===== src/rtl/ttam_pkg.sv =====
// ----------------------------------------------------------------------------
// ttam_pkg
// Shared constants, register codes and stage control type of the mapper.
// ----------------------------------------------------------------------------
package ttam_pkg;

  localparam int unsigned MAX_RANK_DEF   = 6;
  localparam int unsigned DIM_BITS_DEF   = 10;
  localparam int unsigned INDEX_BITS_DEF = 24;

  localparam int unsigned OFF_W         = 24;
  localparam int unsigned BYTE_W        = 27;
  localparam int unsigned RANK_W        = 3;
  localparam int unsigned EB_W          = 4;
  localparam int unsigned PERM_FIELD_W  = 3;
  localparam int unsigned AXIS_W        = 4;
  localparam int unsigned CFG_IDX_W     = 3;
  localparam int unsigned CFG_REG_LIMIT = 64;

  typedef enum logic [CFG_IDX_W-1:0] {
    CFG_RANK       = 3'd0,
    CFG_DIMS       = 3'd1,
    CFG_PERM       = 3'd2,
    CFG_REVERSE    = 3'd3,
    CFG_ELEM_BYTES = 3'd4
  } cfg_idx_e;

  typedef struct packed {
    logic valid;
    logic ok;
  } stage_ctl_t;

endpackage


===== src/rtl/ttam_div_cell.sv =====
// ----------------------------------------------------------------------------
// ttam_div_cell
// One restoring-division step of the index split; the last step of an axis
// scatters the remainder into its input coordinate.
// ----------------------------------------------------------------------------
module ttam_div_cell #(
  parameter int unsigned MAX_RANK   = ttam_pkg::MAX_RANK_DEF,
  parameter int unsigned DIM_BITS   = ttam_pkg::DIM_BITS_DEF,
  parameter int unsigned INDEX_BITS = ttam_pkg::INDEX_BITS_DEF,
  parameter bit          LAST       = 1'b0
) (
  input  logic                         clk_i,
  input  logic                         rst_ni,
  input  logic                         en_i,
  input  logic                         valid_i,
  input  logic [INDEX_BITS-1:0]        work_i,
  input  logic [DIM_BITS-1:0]          pr_i,
  input  logic [MAX_RANK*DIM_BITS-1:0] coord_i,
  input  logic [MAX_RANK-1:0]          written_i,
  input  logic [DIM_BITS:0]            divisor_i,
  input  logic                         hit_i,
  input  logic [ttam_pkg::AXIS_W-1:0]  perm_i,
  output logic                         valid_o,
  output logic [INDEX_BITS-1:0]        work_o,
  output logic [DIM_BITS-1:0]          pr_o,
  output logic [MAX_RANK*DIM_BITS-1:0] coord_o,
  output logic [MAX_RANK-1:0]          written_o
);

  logic                         valid_q;
  logic [INDEX_BITS-1:0]        work_q, work_d;
  logic [DIM_BITS-1:0]          pr_q, pr_d;
  logic [MAX_RANK*DIM_BITS-1:0] coord_q, coord_d;
  logic [MAX_RANK-1:0]          written_q, written_d;

  logic [DIM_BITS:0]   trial;
  logic [DIM_BITS:0]   diff;
  logic                ge;
  logic [DIM_BITS-1:0] pr_new;

  always_comb begin
    trial     = {pr_i, work_i[INDEX_BITS-1]};
    ge        = (trial >= divisor_i);
    diff      = trial - divisor_i;
    pr_new    = ge ? diff[DIM_BITS-1:0] : trial[DIM_BITS-1:0];
    work_d    = {work_i[INDEX_BITS-2:0], ge};
    pr_d      = pr_new;
    coord_d   = coord_i;
    written_d = written_i;
    if (LAST) begin
      // first writer wins: higher output axes come through earlier
      pr_d = '0;
      for (int k = 0; k < MAX_RANK; k++) begin
        if (hit_i && (perm_i == ttam_pkg::AXIS_W'(k)) && !written_i[k]) begin
          coord_d[k*DIM_BITS +: DIM_BITS] = pr_new;
          written_d[k]                    = 1'b1;
        end
      end
    end
  end

  always_ff @(posedge clk_i or negedge rst_ni) begin
    if (!rst_ni) begin
      valid_q <= 1'b0;
    end else if (en_i) begin
      valid_q <= valid_i;
    end
  end

  always_ff @(posedge clk_i) begin
    if (en_i) begin
      work_q    <= work_d;
      pr_q      <= pr_d;
      coord_q   <= coord_d;
      written_q <= written_d;
    end
  end

  assign valid_o   = valid_q;
  assign work_o    = work_q;
  assign pr_o      = pr_q;
  assign coord_o   = coord_q;
  assign written_o = written_q;

endmodule


===== config.mk =====
export PLATFORM = sky130hd
export DESIGN_NAME = ttam_div_cell
export DESIGN_NICKNAME = d
export VERILOG_FILES = /design/src/rtl/ttam_pkg.sv /design/src/rtl/ttam_div_cell.sv
export SDC_FILE = /design/constraint.sdc
export NUM_CORES = 1
export LEC_CHECK = 0
export ABC_CLOCK_PERIOD_IN_PS = 2200
export BUFFER_PORTS_ARGS = -buffer_cell sky130_fd_sc_hd__buf_4
export CAP_MARGIN = 20
export CORE_UTILIZATION = 46
export DETAILED_ROUTE_END_ITERATION = 10
export GPL_TIMING_DRIVEN = 0
export PLACE_DENSITY = 0.84
export SLEW_MARGIN = 10
export SYNTH_ARGS = -nofsm -noshare
export SYNTH_HDL_FRONTEND = slang
export SYNTH_SLANG_ARGS = --single-unit
export TNS_END_PERCENT = 10

===== constraint.sdc =====
create_clock -name clk_i -period 2.2 [get_ports clk_i]
set_input_delay 0.44 -clock clk_i [delete_from_list [all_inputs] [get_ports clk_i]]
set_output_delay 0.44 -clock clk_i [all_outputs]
set_load 0.005 [all_outputs]

# Word level (Yosys, flattened, before mapping)
# Index checks and enable logic that the tools add are counted.
[totals]
regBits = 101
out_inout_bits = 101
elab_cells = 8
[op_classes]
n_addsub = 1
magnitude_cmp = 1
n_mux = 1
[ops]
columns = ["cell", "n"]
rows = [
  ["$ge A11 B11 Y1", 1],
  ["$mux W10", 1],
  ["$sub A10 B10 Y10", 1],
]

# Depth between registers and ports, before layout
# Gate-level depths: netlist of the first run.
[depth]
word_depth = 2
mapped_depth = 10
depth_no_buf = 10

# Least setup slack after synthesis of the first run
# OpenSTA, ideal clock, no wires.
[synth_timing]
kind = "input to register"
start = "input port work_i[23]"
end = "register pr_q[8] (netlist: pr_o[8]) (data pin)"
setup_time_ps = 260
arrival_time_ps = 2027
required_ps = 1940
setup_slack_ps = -87
cell_stages = 10
n_path_buf = 0
cell_sequence = "inv_1 > ha_1 > inv_1 > fa_1 > a21oi_1 > o22ai_1 > nor3_1 > o21bai_1 > xor2_1 > mux2_4"
[synth_between]
elab_chain_cells = 2
elab_cells_between_ends = 3
classes_between = "add/sub: 1; order compare: 1; mux: 1"
[synth_rtl]
columns = ["element", "line", "source"]
rows = [
  ["start: declaration", "ttam_div_cell.sv:16", "input logic [INDEX_BITS-1:0] work_i,"],
  ["$sub A10 B10 Y10 or $ge A11 B11 Y1 (tied branches)", "ttam_div_cell.sv:44, ttam_div_cell.sv:43", ""],
  ["$mux W10 (*)", "ttam_div_cell.sv:45", "pr_new = ge ? diff[DIM_BITS-1:0] : trial[DIM_BITS-1:0];"],
  ["net pr_d[8]", "ttam_div_cell.sv:32", "logic [DIM_BITS-1:0] pr_q, pr_d;"],
  ["end signal: assignment", "ttam_div_cell.sv:73", "pr_q <= pr_d;"],
  ["end: declaration", "ttam_div_cell.sv:32", ""],
]
# Mark *: on every way through the listed nets, which the timed path passes. The rest lies on a longest branch.
# A chain may end at the register's enable or synchronous reset.

# Worst setup path in the final report of the first run
[layout_timing]
start = "input port divisor_i[1]"
end = "register pr_q[3] (netlist: pr_o[3]) (data pin)"
[layout_between]
elab_chain_cells = 2
elab_cells_between_ends = 3
classes_between = "add/sub: 1; order compare: 1; mux: 1"
[layout_rtl]
columns = ["element", "line", "source"]
rows = [
  ["start: declaration", "ttam_div_cell.sv:20", "input logic [DIM_BITS:0] divisor_i,"],
  ["$sub A10 B10 Y10 or $ge A11 B11 Y1 (tied branches)", "ttam_div_cell.sv:44, ttam_div_cell.sv:43", ""],
  ["$mux W10 (*)", "ttam_div_cell.sv:45", ""],
  ["net pr_d[3]", "ttam_div_cell.sv:32", ""],
]
# Marks and branches as above.

==> results of run 1 <==
[critical path: cells and delay by family]
kind / cells / cell delay, ns
buffers and inverters: 3 / 0.34
and+or+nand+nor: 2 / 0.34
muxes: 1 / 0.30
adders and majority gates: 1 / 0.25
AOI/OAI and AO/OA: 3 / 0.52
[cell families after synthesis]
kind of cell | Yosys count | synth area share (%)
DFF | 101 | 81.1
AOI/OAI and AO/OA | 24 | 4.42
buffers and inverters | 19 | 2.35
and+or+nand+nor | 18 | 2.61
adders and majority gates | 12 | 4.22
muxes | 10 | 3.65
xor gates and xnor gates | 7 | 1.64
[worst max-delay path by stage]
| stage | start | endpoint |
|---|---|---|
| after floorplan | work_i[23] | pr_o[8]$_DFFE_PP_ |
| after global placement | divisor_i[1] | pr_o[6]$_DFFE_PP_ |
| after detailed placement | divisor_i[1] | pr_o[3]$_DFFE_PP_ |
| after CTS | divisor_i[1] | pr_o[3]$_DFFE_PP_ |
| after global routing | work_i[23] | pr_o[8]$_DFFE_PP_ |
| final | divisor_i[1] | pr_o[3]$_DFFE_PP_ |
[stage by stage]
step,instances,hold WS (ns),utilization (%),setup WS [ns]
2_1_floorplan,191,0.144,-,0.000472
3_3_place_gp,508,0.216,70.4,-0.286
3_5_place_dp,509,0.219,70.7,-0.320
4_1_cts,526,0.234,73.4,0.0635
5_1_grt,526,0.229,73.4,0.0149
6_report,526,0.256,73.4,0.100
[registers in the layout, indices dropped and copies added, names as in the netlist]
name,count
valid_o,1
coord_o,60
pr_o,10
work_o,24
written_o,6
[what timing repair did]
item | CTS | global route
hold buffers | 1 | 0
gates resized for setup | 0 | 1
setup endpoints to repair | 0 | 7
hold endpoints to repair | 1 | 0
[Yosys cell counts (2+ instances only)]
library cell,number,area [um^2]
a21oi_1,7,35.0
o21bai_1,3,22.5
xnor2_1,4,35.0
mux2_4,7,105
edfxtp_1,100,3000
o21ai_0,5,25.0
nand3_1,2,10.0
nor2b_4,2,27.5
nand2_1,3,11.3
nor3_1,2,10.0
mux2i_1,2,20.0
nand4_1,2,12.5
inv_1,18,67.6
o21a_1,2,15.0
xor2_1,3,26.3
ha_1,11,138
nor2_1,7,26.3
[layout make-up]
type | instances | area share [%]
clock inverters | 7 | 1.40
inverters | 18 | 1.18
well taps | 102 | 2.23
plain buffers | 1 | 0.349
multi-input cells | 71 | 11.2
clock buffers | 9 | 2.16
repair buffers | 217 | 28.7
flip-flops and latches | 101 | 52.8
[metal layers]
layer  up-vias  part of all wire [%]  global-route usage, %
met5         -                     0                      0
met4         0                   2.9                   10.5
met3        24                   7.5                   6.47
met2       124                    56                   42.4
met1      1237                    33                   22.4
li1       1179                     -                      -
[power breakdown]
group          switching [mW]  total [mW]  internal (mW)
sequential             0.0486        2.35           2.30
clock                   0.631        1.17          0.542
combinational           0.270       0.701          0.432
total                   0.949        4.22           3.28
==> metrics.md, run 1 <==
| Metric | Value |
|---|---|
| Rel. slew slack | `51.8%` |
| Syn_nets | `323` |
| Post-CTS setup buffer count | `0` |
| Initial antenna violation count | `0` |
| Hold Path Depth | `1` |
| Seq/Total Area, Yosys | `81.1%` |
| CTS tree | `done` |
| Avg WL per Cell | `18.0 um` |
| Clk root buf | `clkbuf_8` |
| GRT Total Usage | `between 20 and 25%` |
| Distinct cells, synth | `28` |
| Die ar. | `between 8000 and 9000 um^2` |
| Slew Viols, Final | `0` |
| Period utilisation layout | `95.4%` |
| Row cnt | `32` |
| Die W | `92.1 um` |
| Count of final setup violators | `0` |
| First-pass GRT wire length | `13.8 mm` |
| FF-to-FF path depth | `1` |
| Max cap viols | `0` |
| Sink Count | `slightly above 100` |
| Crit-path max FO | `9` |
| Vias per cell | `4.87` |
| CP arrival | `roughly 2.2 ns` |
| N_diodes | `0` |
| Maximum clock frequency | `0.476 GHz` |
| Synth warn | `0` |
| Worst-path clk slew | `0.10 ns` |
| RSZ-0062 raised after global routing | `no` |
| First DRT Iteration DRCs | `84` |
| Core area | `around 7800 um^2` |
| H-Tree Depth | `3` |
| Final Cell Area | `5730 um^2` |
| Clk_lat worst skew | `around 0.35 ns` |
| Pre-antenna DRT Iters | `4` |
| Final net count | `551` |
| Hold/Removal Path Class | `in2reg` |
| Flop2flop setup slack | `1.46 ns` |
| Pleak | `2.52 nW` |
| Synth Register Bits | `approximately 100` |
| Starting Density | `47.8%` |
| Fill cells | `476` |
| P per Cell Area | `between 700 and 800 nW/um^2` |
| Hold path endpoint | `work_o[12]$_DFFE_PP_` |
| Final Hold Fails | `0` |
| Drt total wl | `9.47 mm` |
| Worst r2r dst | `valid_o$_DFFE_PN0P_` |
| Number of buffers added on ports | `215` |
| Run status | `completed` |
| GPL Wtd Cong | `0.836` |
| Area Overhead vs Synth | `53.5%` |
| Multi-input gate area | `639 um^2` |
| Crit path top cell by count | `nor2b_4` |
| Post-route setup TNS | `0 ns` |
| Max Root-Sink Buffers | `2` |
| Peak supply drop | `0.000341 V` |
| Die H | `92.1 um` |
| Ordered list of cells on the worst path | `buf_4, inv_1, ha_1, nor2b_4, o211ai_2, a21boi_1, o21ai_1, nor2b_4, buf_12, mux2_4` |
| Tmin final | `2.10 ns` |
| Slowest CP cell | `mux2_4` |
| Critical path class | `in2reg` |
| Design Power | `between 4 and 5 mW` |
| Post-DP Area | `5520 um^2` |
| Vias post-DR | `2,564` |
| CP required | `2.30 ns` |
| Post-Syn Area | `3730 um^2` |
| IO Count | `221` |
| Worst Tran Pin Value | `about 0.72 ns` |
| Number of flops mapped to enable cells by yosys | `100` |
| Worst r2r src | `valid_o$_DFFE_PN0P_` |
| Num CTS Buffers | `9` |
| Share of cells above drive strength 1 | `59.2%` |
| Commonest non-fill, non-tap cells in the layout | `buf_4 (215), edfxtp_1 (100), inv_1 (18), ha_1 (9), clkbuf_8 (9)` |
| Gr ovfl total | `0` |
| Critical Path Sink Type | `flop` |
| Mapped Cells | `between 150 and 200` |
| Crit start category | `input pin` |
| HPWL Detailed | `7.53 mm` |
| Commonest non-fill, non-tap cell in the layout | `buf_4` |
| Clock skew | `0 ns` |
| Via count of the first global-routing pass | `2,503` |
| Mapped Avg Cell Area | `19.5 um^2` |
| Reg area | `3030 um^2` |
| Largest net degree at the start of global routing | `58` |
| Main synth FF type | `edfxtp_1` |
| Ys async rst share | `0.990%` |
| ANT nets after route | `0` |
| Largest stage delay, worst path | `0.30 ns` |
| Residual DRC count | `0` |
| Hold Startpoint | `work_i[11]` |
Note: power is estimated with default switching activity, not from simulation.
==> run 2: changes to the inputs <==
--- a/config.mk
+++ b/config.mk
@@ -8,6 +8,7 @@
 export ABC_CLOCK_PERIOD_IN_PS = 2200
 export BUFFER_PORTS_ARGS = -buffer_cell sky130_fd_sc_hd__buf_4
 export CAP_MARGIN = 20
+export CORE_ASPECT_RATIO = 1.1
 export CORE_UTILIZATION = 46
 export DETAILED_ROUTE_END_ITERATION = 10
 export GPL_TIMING_DRIVEN = 0
==> metrics.md, run 2 (synthesis results as in run 1) <==
| Metric | Value |
|---|---|
| Run status | `completed (unchanged)` |
| Pleak | `2.52 nW (about the same)` |
| Share of cells above drive strength 1 | `58.9% (was 59.2%)` |
| Gr ovfl total | `0 (unchanged)` |
| Sink Count | `101 (unchanged)` |
| Via count of the first global-routing pass | `2,459 (was 2,503)` |
| GPL Wtd Cong | `0.737 (was 0.836)` |
| Final Hold Fails | `0 (unchanged)` |
| First DRT Iteration DRCs | `141 (was 84)` |
| CTS tree | `done (unchanged)` |
| Rel. slew slack | `73.6% (was 51.8%)` |
| Post-CTS setup buffer count | `0 (unchanged)` |
| Slowest CP cell | `fa_2 (was mux2_4)` |
| Ordered list of cells on the worst path | `buf_4, inv_1, ha_2, inv_1, fa_2, a21oi_2, o22ai_1, nor3_1, o21bai_1, xor2_1, mux2_4 (was buf_4, inv_1, ha_1, nor2b_4, o211ai_2, a21boi_1, o21ai_1, nor2b_4, buf_12, mux2_4)` |
| Largest net degree at the start of global routing | `102 (was 58)` |
| Slew Viols, Final | `0 (unchanged)` |
| Fin cells | `531 (was 526)` |
| Commonest non-fill, non-tap cell in the layout | `buf_4 (unchanged)` |
| Starting Density | `47.4% (was 47.8%)` |
| Vias post-DR | `2,553 (was 2,564)` |
| Flop2flop setup slack | `1.43 ns (was 1.46 ns)` |
| Critical path class | `in2reg (unchanged)` |
| RSZ-0062 raised after global routing | `yes (was no)` |
| Drt total wl | `9.61 mm (was 9.47 mm)` |
| Crit start category | `input pin (unchanged)` |
| N_diodes | `0 (unchanged)` |
| Largest stage delay, worst path | `0.36 ns (was 0.30 ns)` |
| Initial antenna violation count | `0 (unchanged)` |
| Row cnt | `34 (was 32)` |
| Max cap viols | `0 (unchanged)` |
| ANT nets after route | `0 (unchanged)` |
| Hold path endpoint | `work_o[18]$_DFFE_PP_ (was work_o[12]$_DFFE_PP_)` |
| Worst r2r src | `valid_o$_DFFE_PN0P_ (unchanged)` |
| Die ar. | `8480 um^2 (about the same)` |
| Final net count | `551 (unchanged)` |
| Max reg flops | `60 (unchanged)` |
| Design Power | `4.30 mW (was 4.22 mW)` |
| H-Tree Depth | `3 (unchanged)` |
| Period utilisation layout | `95.5% (was 95.4%)` |
| HPWL Detailed | `7.47 mm (was 7.53 mm)` |
| Clk root buf | `clkbuf_8 (unchanged)` |
| Die W | `87.9 um (was 92.1 um)` |
| Crit path top cell by count | `inv_1 (was nor2b_4)` |
| Placed insts | `514 (was 509)` |
| Peak supply drop | `0.000327 V (was 0.000341 V)` |
| Crit-path max FO | `2 (was 9)` |
| CP arrival | `2.20 ns (about the same)` |
| Finished Core Util | `73.1% (was 73.4%)` |
| Hold Startpoint | `work_i[17] (was work_i[11])` |
| Die H | `96.5 um (was 92.1 um)` |
| Worst-path clk slew | `0.10 ns (about the same)` |
| Area Overhead vs Synth | `54.1% (was 53.5%)` |
| IO Count | `221 (unchanged)` |
| CP required | `2.29 ns (was 2.30 ns)` |
| Residual DRC count | `0 (unchanged)` |
| Max Root-Sink Buffers | `2 (unchanged)` |
| Clk_lat worst skew | `0.34 ns (was 0.35 ns)` |
| P per Cell Area | `747 nW/um^2 (was 737 nW/um^2)` |
| Maximum clock frequency | `0.476 GHz (about the same)` |
| Tmin final | `2.10 ns (about the same)` |
| Worst Tran Pin Value | `0.396 ns (was 0.723 ns)` |
| Count of final setup violators | `0 (unchanged)` |
| Number of buffers added on ports | `215 (unchanged)` |
| Hold/Removal Path Class | `in2reg (unchanged)` |
| Core area | `7870 um^2 (was 7810 um^2)` |
| Worst r2r dst | `valid_o$_DFFE_PN0P_ (unchanged)` |
| Num CTS Buffers | `9 (unchanged)` |
| GRT Total Usage | `21.7% (was 22.5%)` |
| Pre-antenna DRT Iters | `4 (unchanged)` |
| Clock skew | `0 ns (unchanged)` |
| FF-to-FF path depth | `1 (unchanged)` |
| First-pass GRT wire length | `13.2 mm (was 13.8 mm)` |
| Critical Path Sink Type | `flop (unchanged)` |
| Vias per cell | `4.81 (was 4.87)` |
| Commonest non-fill, non-tap cells in the layout | `buf_4 (215), edfxtp_1 (100), inv_1 (18), ha_1 (9), clkbuf_8 (9) (unchanged)` |
| Hold Path Depth | `1 (unchanged)` |
| Avg WL per Cell | `18.1 um (was 18.0 um)` |
run 2: cell count changes in the layout (fill, tap and decap cells not counted):
cell,previous run,this run
bufinv_16,1,2
clkinv_2,1,0
buf_16,0,1
clkbuf_1,0,1
inv_8,1,0
inv_6,2,1
buf_12,2,1
run 2: final cells by class:
cell class / count / area [um^2]
Fill cell: 506 / 2120
Inverter: 18 / 67.6
Clock buffer: 10 / 128
Timing Repair Buffer: 217 / 1650
Tap cell: 108 / 135
Sequential cell: 101 / 3030
Multi-Input combinational cell: 71 / 639
Buffer: 1 / 20.0
Clock inverter: 5 / 85.1
run 2: critical path: cells and delay by family:
family                   cells  cell delay (ns)
AO/OA/AOI/OAI                3             0.39
XOR/XNOR                     1             0.14
adder cells (fa/ha/maj)      2             0.57
buffers and inverters        3             0.23
multiplexers                 1             0.26
AND/OR/NAND/NOR              1             0.16
run 2: per-stage QoR:
| stage | setup TNS, ns | cell area [um^2] | setup slack [ns] | hold slack (ns) |
|---|---|---|---|---|
| floorplan | 0 | 3750 | 0.000472 | 0.144 |
| global placement | -2.16 | 5500 | -0.296 | 0.216 |
| detailed placement | -2.35 | 5500 | -0.322 | 0.219 |
| CTS | 0 | 5730 | 0.0327 | 0.246 |
| global route | -0.0539 | 5750 | -0.0539 | 0.235 |
| finish | 0 | 5750 | 0.0984 | 0.260 |
run 2: timing repair:
| item | in CTS | in global routing |
|---|---|---|
| resized for setup | 0 | 1 |
| hold buffers | 1 | 0 |
| setup endpoints to repair | 0 | 7 |
| hold endpoints to repair | 1 | 0 |
run 2: layer usage:
layer | share of wire, % | global-route usage [%] | vias up
met1 | 35 | 23.6 | 1243
met2 | 54 | 39.2 | 115
li1 | - | - | 1174
met5 | 0 | 0 | -
met3 | 8.5 | 6.20 | 21
met4 | 2.7 | 9.56 | 0
run 2: report_power, final:
group	internal [mW]	switching, mW
Sequential	2.30	0.0485
Clock	0.641	0.604
Combinational	0.433	0.272
Total	3.38	0.925
run 2: worst max-delay path by stage:
stage                              to  slack (ns)          from  depth (start not counted)
floorplan           pr_o[8]$_DFFE_PP_      0.0005    work_i[23]                         10
global placement    pr_o[8]$_DFFE_PP_       -0.30  divisor_i[1]                         10
detailed placement  pr_o[1]$_DFFE_PP_       -0.32  divisor_i[1]                         10
CTS                 pr_o[1]$_DFFE_PP_        0.03  divisor_i[1]                         10
global route        pr_o[8]$_DFFE_PP_       -0.05    work_i[23]                         11
finish              pr_o[8]$_DFFE_PP_         0.1    work_i[23]                         11
==> run 3: changes to the inputs <==
--- a/config.mk
+++ b/config.mk
@@ -9,11 +9,11 @@
 export BUFFER_PORTS_ARGS = -buffer_cell sky130_fd_sc_hd__buf_4
 export CAP_MARGIN = 20
 export CORE_ASPECT_RATIO = 1.1
+export CORE_MARGIN = 2
 export CORE_UTILIZATION = 46
 export DETAILED_ROUTE_END_ITERATION = 10
 export GPL_TIMING_DRIVEN = 0
 export PLACE_DENSITY = 0.84
-export SLEW_MARGIN = 10
 export SYNTH_ARGS = -nofsm -noshare
 export SYNTH_HDL_FRONTEND = slang
 export SYNTH_SLANG_ARGS = --single-unit
==> metrics.md, run 3 (synthesis results as in run 1) <==
| Metric | Value |
|---|---|
| Largest net degree at the start of global routing | `54 (was 102)` |
| GRT Total Usage | `24.9% (was 21.7%)` |
| Pleak | `2.50 nW (was 2.52 nW)` |
| Top delay family on crit path | `compound AO/OA/AOI/OAI gates (was adder cells)` |
| Number of buffers added on ports | `215 (unchanged)` |
| IO Count | `221 (unchanged)` |
| Final Hold Fails | `0 (unchanged)` |
| Worst-path clk slew | `0.10 ns (about the same)` |
| Post-route setup TNS | `0 ns (unchanged)` |
| Largest stage delay, worst path | `0.30 ns (was 0.36 ns)` |
| Period utilisation layout | `95.2% (was 95.5%)` |
| H-Tree Depth | `3 (unchanged)` |
| Crit start category | `input pin (unchanged)` |
| Final hold slack | `0.249 ns (was 0.260 ns)` |
| Avg WL per Cell | `20.9 um (was 18.1 um)` |
| Clk root buf | `clkbuf_8 (unchanged)` |
| Multi-input gate area | `644 um^2 (was 639 um^2)` |
| Num CTS Buffers | `9 (unchanged)` |
| Critical Path Sink Type | `flop (unchanged)` |
| Initial antenna violation count | `0 (unchanged)` |
| Clk_lat worst skew | `0.35 ns (was 0.34 ns)` |
| Sink Count | `101 (unchanged)` |
| Finished Core Util | `72.5% (was 73.1%)` |
| Share of cells above drive strength 1 | `59.1% (was 58.9%)` |
| Die H | `98.5 um (was 96.5 um)` |
| Die W | `89.9 um (was 87.9 um)` |
| Commonest non-fill, non-tap cell in the layout | `buf_4 (unchanged)` |
| Max reg flops | `60 (unchanged)` |
| Reg area | `3030 um^2 (unchanged)` |
| Residual DRC count | `0 (unchanged)` |
| CP required | `2.31 ns (was 2.29 ns)` |
| Fin worst setup slack | `0.106 ns (was 0.0984 ns)` |
| Ordered list of cells on the worst path | `buf_4, inv_1, ha_1, nor2b_4, o211ai_2, a21boi_1, o21ai_1, nor2b_4, buf_12, mux2_4 (was buf_4, inv_1, ha_2, inv_1, fa_2, a21oi_2, o22ai_1, nor3_1, o21bai_1, xor2_1, mux2_4)` |
| HPWL Detailed | `8.30 mm (was 7.47 mm)` |
| Design Power | `4.22 mW (was 4.30 mW)` |
| Crit path top cell by count | `nor2b_4 (was inv_1)` |
| Tmin final | `2.09 ns (was 2.10 ns)` |
| Max Root-Sink Buffers | `2 (unchanged)` |
| Maximum clock frequency | `0.478 GHz (was 0.476 GHz)` |
| Critical path class | `in2reg (unchanged)` |
| Fill cells | `521 (was 506)` |
| Count of final setup violators | `0 (unchanged)` |
| First DRT Iteration DRCs | `122 (was 141)` |
| Final net count | `551 (unchanged)` |
| Hold/Removal Path Class | `in2reg (unchanged)` |
| Slowest CP cell | `mux2_4 (was fa_2)` |
| Area Overhead vs Synth | `53.6% (was 54.1%)` |
| Worst Tran Pin Value | `0.692 ns (was 0.396 ns)` |
| Rel. slew slack | `53.9% (was 73.6%)` |
| Slew Viols, Final | `0 (unchanged)` |
| Crit-path max FO | `9 (was 2)` |
| Vias post-DR | `2,601 (was 2,553)` |
| Peak supply drop | `0.000308 V (was 0.000327 V)` |
| Place WS | `-0.384 ns (was -0.322 ns)` |
| Die ar. | `8850 um^2 (was 8480 um^2)` |
| Max cap viols | `0 (unchanged)` |
| CP arrival | `2.20 ns (about the same)` |
| Drt total wl | `11.1 mm (was 9.61 mm)` |
| Pre-antenna DRT Iters | `7 (was 4)` |
| Via count of the first global-routing pass | `2,628 (was 2,459)` |
| Row cnt | `34 (unchanged)` |
| P per Cell Area | `735 nW/um^2 (was 747 nW/um^2)` |
| Commonest non-fill, non-tap cells in the layout | `buf_4 (215), edfxtp_1 (100), inv_1 (18), ha_1 (9), clkbuf_8 (9) (unchanged)` |
| Run status | `completed (unchanged)` |
| Clock skew | `0 ns (unchanged)` |
| CTS tree | `done (unchanged)` |
| Starting Density | `47.2% (was 47.4%)` |
| Critical path buffers and inverters | `3 (unchanged)` |
| First-pass GRT wire length | `16.0 mm (was 13.2 mm)` |
| Gr ovfl total | `0 (unchanged)` |
| Vias per cell | `4.90 (was 4.81)` |
| N_diodes | `0 (unchanged)` |
| Core area | `7910 um^2 (was 7870 um^2)` |
| GPL Wtd Cong | `0.892 (was 0.737)` |
| ANT nets after route | `0 (unchanged)` |
run 3: changes by cell type in the layout (fill, tap and decap cells not counted), sizes merged:
cell      previous run  this run
inv                 19        18
bufinv               2         1
clkinvlp             1         3
clkbuf              10         9
clkinv               1         2
run 3: report_power, final:
| part | leakage [nW] | internal, mW | switching, mW |
|---|---|---|---|
| logic | 1.43 | 0.435 | 0.286 |
| registers | 0.990 | 2.30 | 0.0583 |
| clock network | 0.0850 | 0.517 | 0.616 |
| total | 2.50 | 3.26 | 0.961 |
run 3: metal layers:
layer	routed length, um	global-route usage, %
met3	979	10.2
met4	329	9.82
met5	0	0
met1	3780	26.3
met2	6010	44.6
run 3: timing repair:
action                                  in CTS  in global routing
cloned                                       0                  0
resized for setup                            1                  1
hold endpoints to repair                     1                  0
endpoints found under the setup margin       1                  1
buffers inserted                             0                  0
hold buffers                                 1                  0
run 3: through the flow:
step,std cells,instance area [um^2]
final,531,5740
after global routing,531,5740
after CTS,531,5730
after detailed placement,515,5530
after global placement,514,5500
after floorplan,191,3750
run 3: worst paths after layout:
path,from,end,slack (ns),cells after the start
setup / recovery,divisor_i[1],pr_o[1]$_DFFE_PP_,0.11,10
hold / removal,coord_i[40],coord_o[40]$_DFFE_PP_,0.25,1
setup reg to reg,valid_o$_DFFE_PN0P_,valid_o$_DFFE_PN0P_,1.42,1
hold reg to reg,valid_o$_DFFE_PN0P_,valid_o$_DFFE_PN0P_,0.56,1
max in group asynchronous,rst_ni,valid_o$_DFFE_PN0P_,1.69,2
min in group asynchronous,rst_ni,valid_o$_DFFE_PN0P_,0.43,2
run 3: area by class of cell:
cell class              count  share of cell area, %
repair buffers            217                   28.8
well taps                 108                   2.36
plain buffers               1                  0.349
multi-input cells          71                   11.2
clock buffers               9                   2.16
inverters                  18                   1.18
clock inverters             6                   1.13
flip-flops and latches    101                   52.8
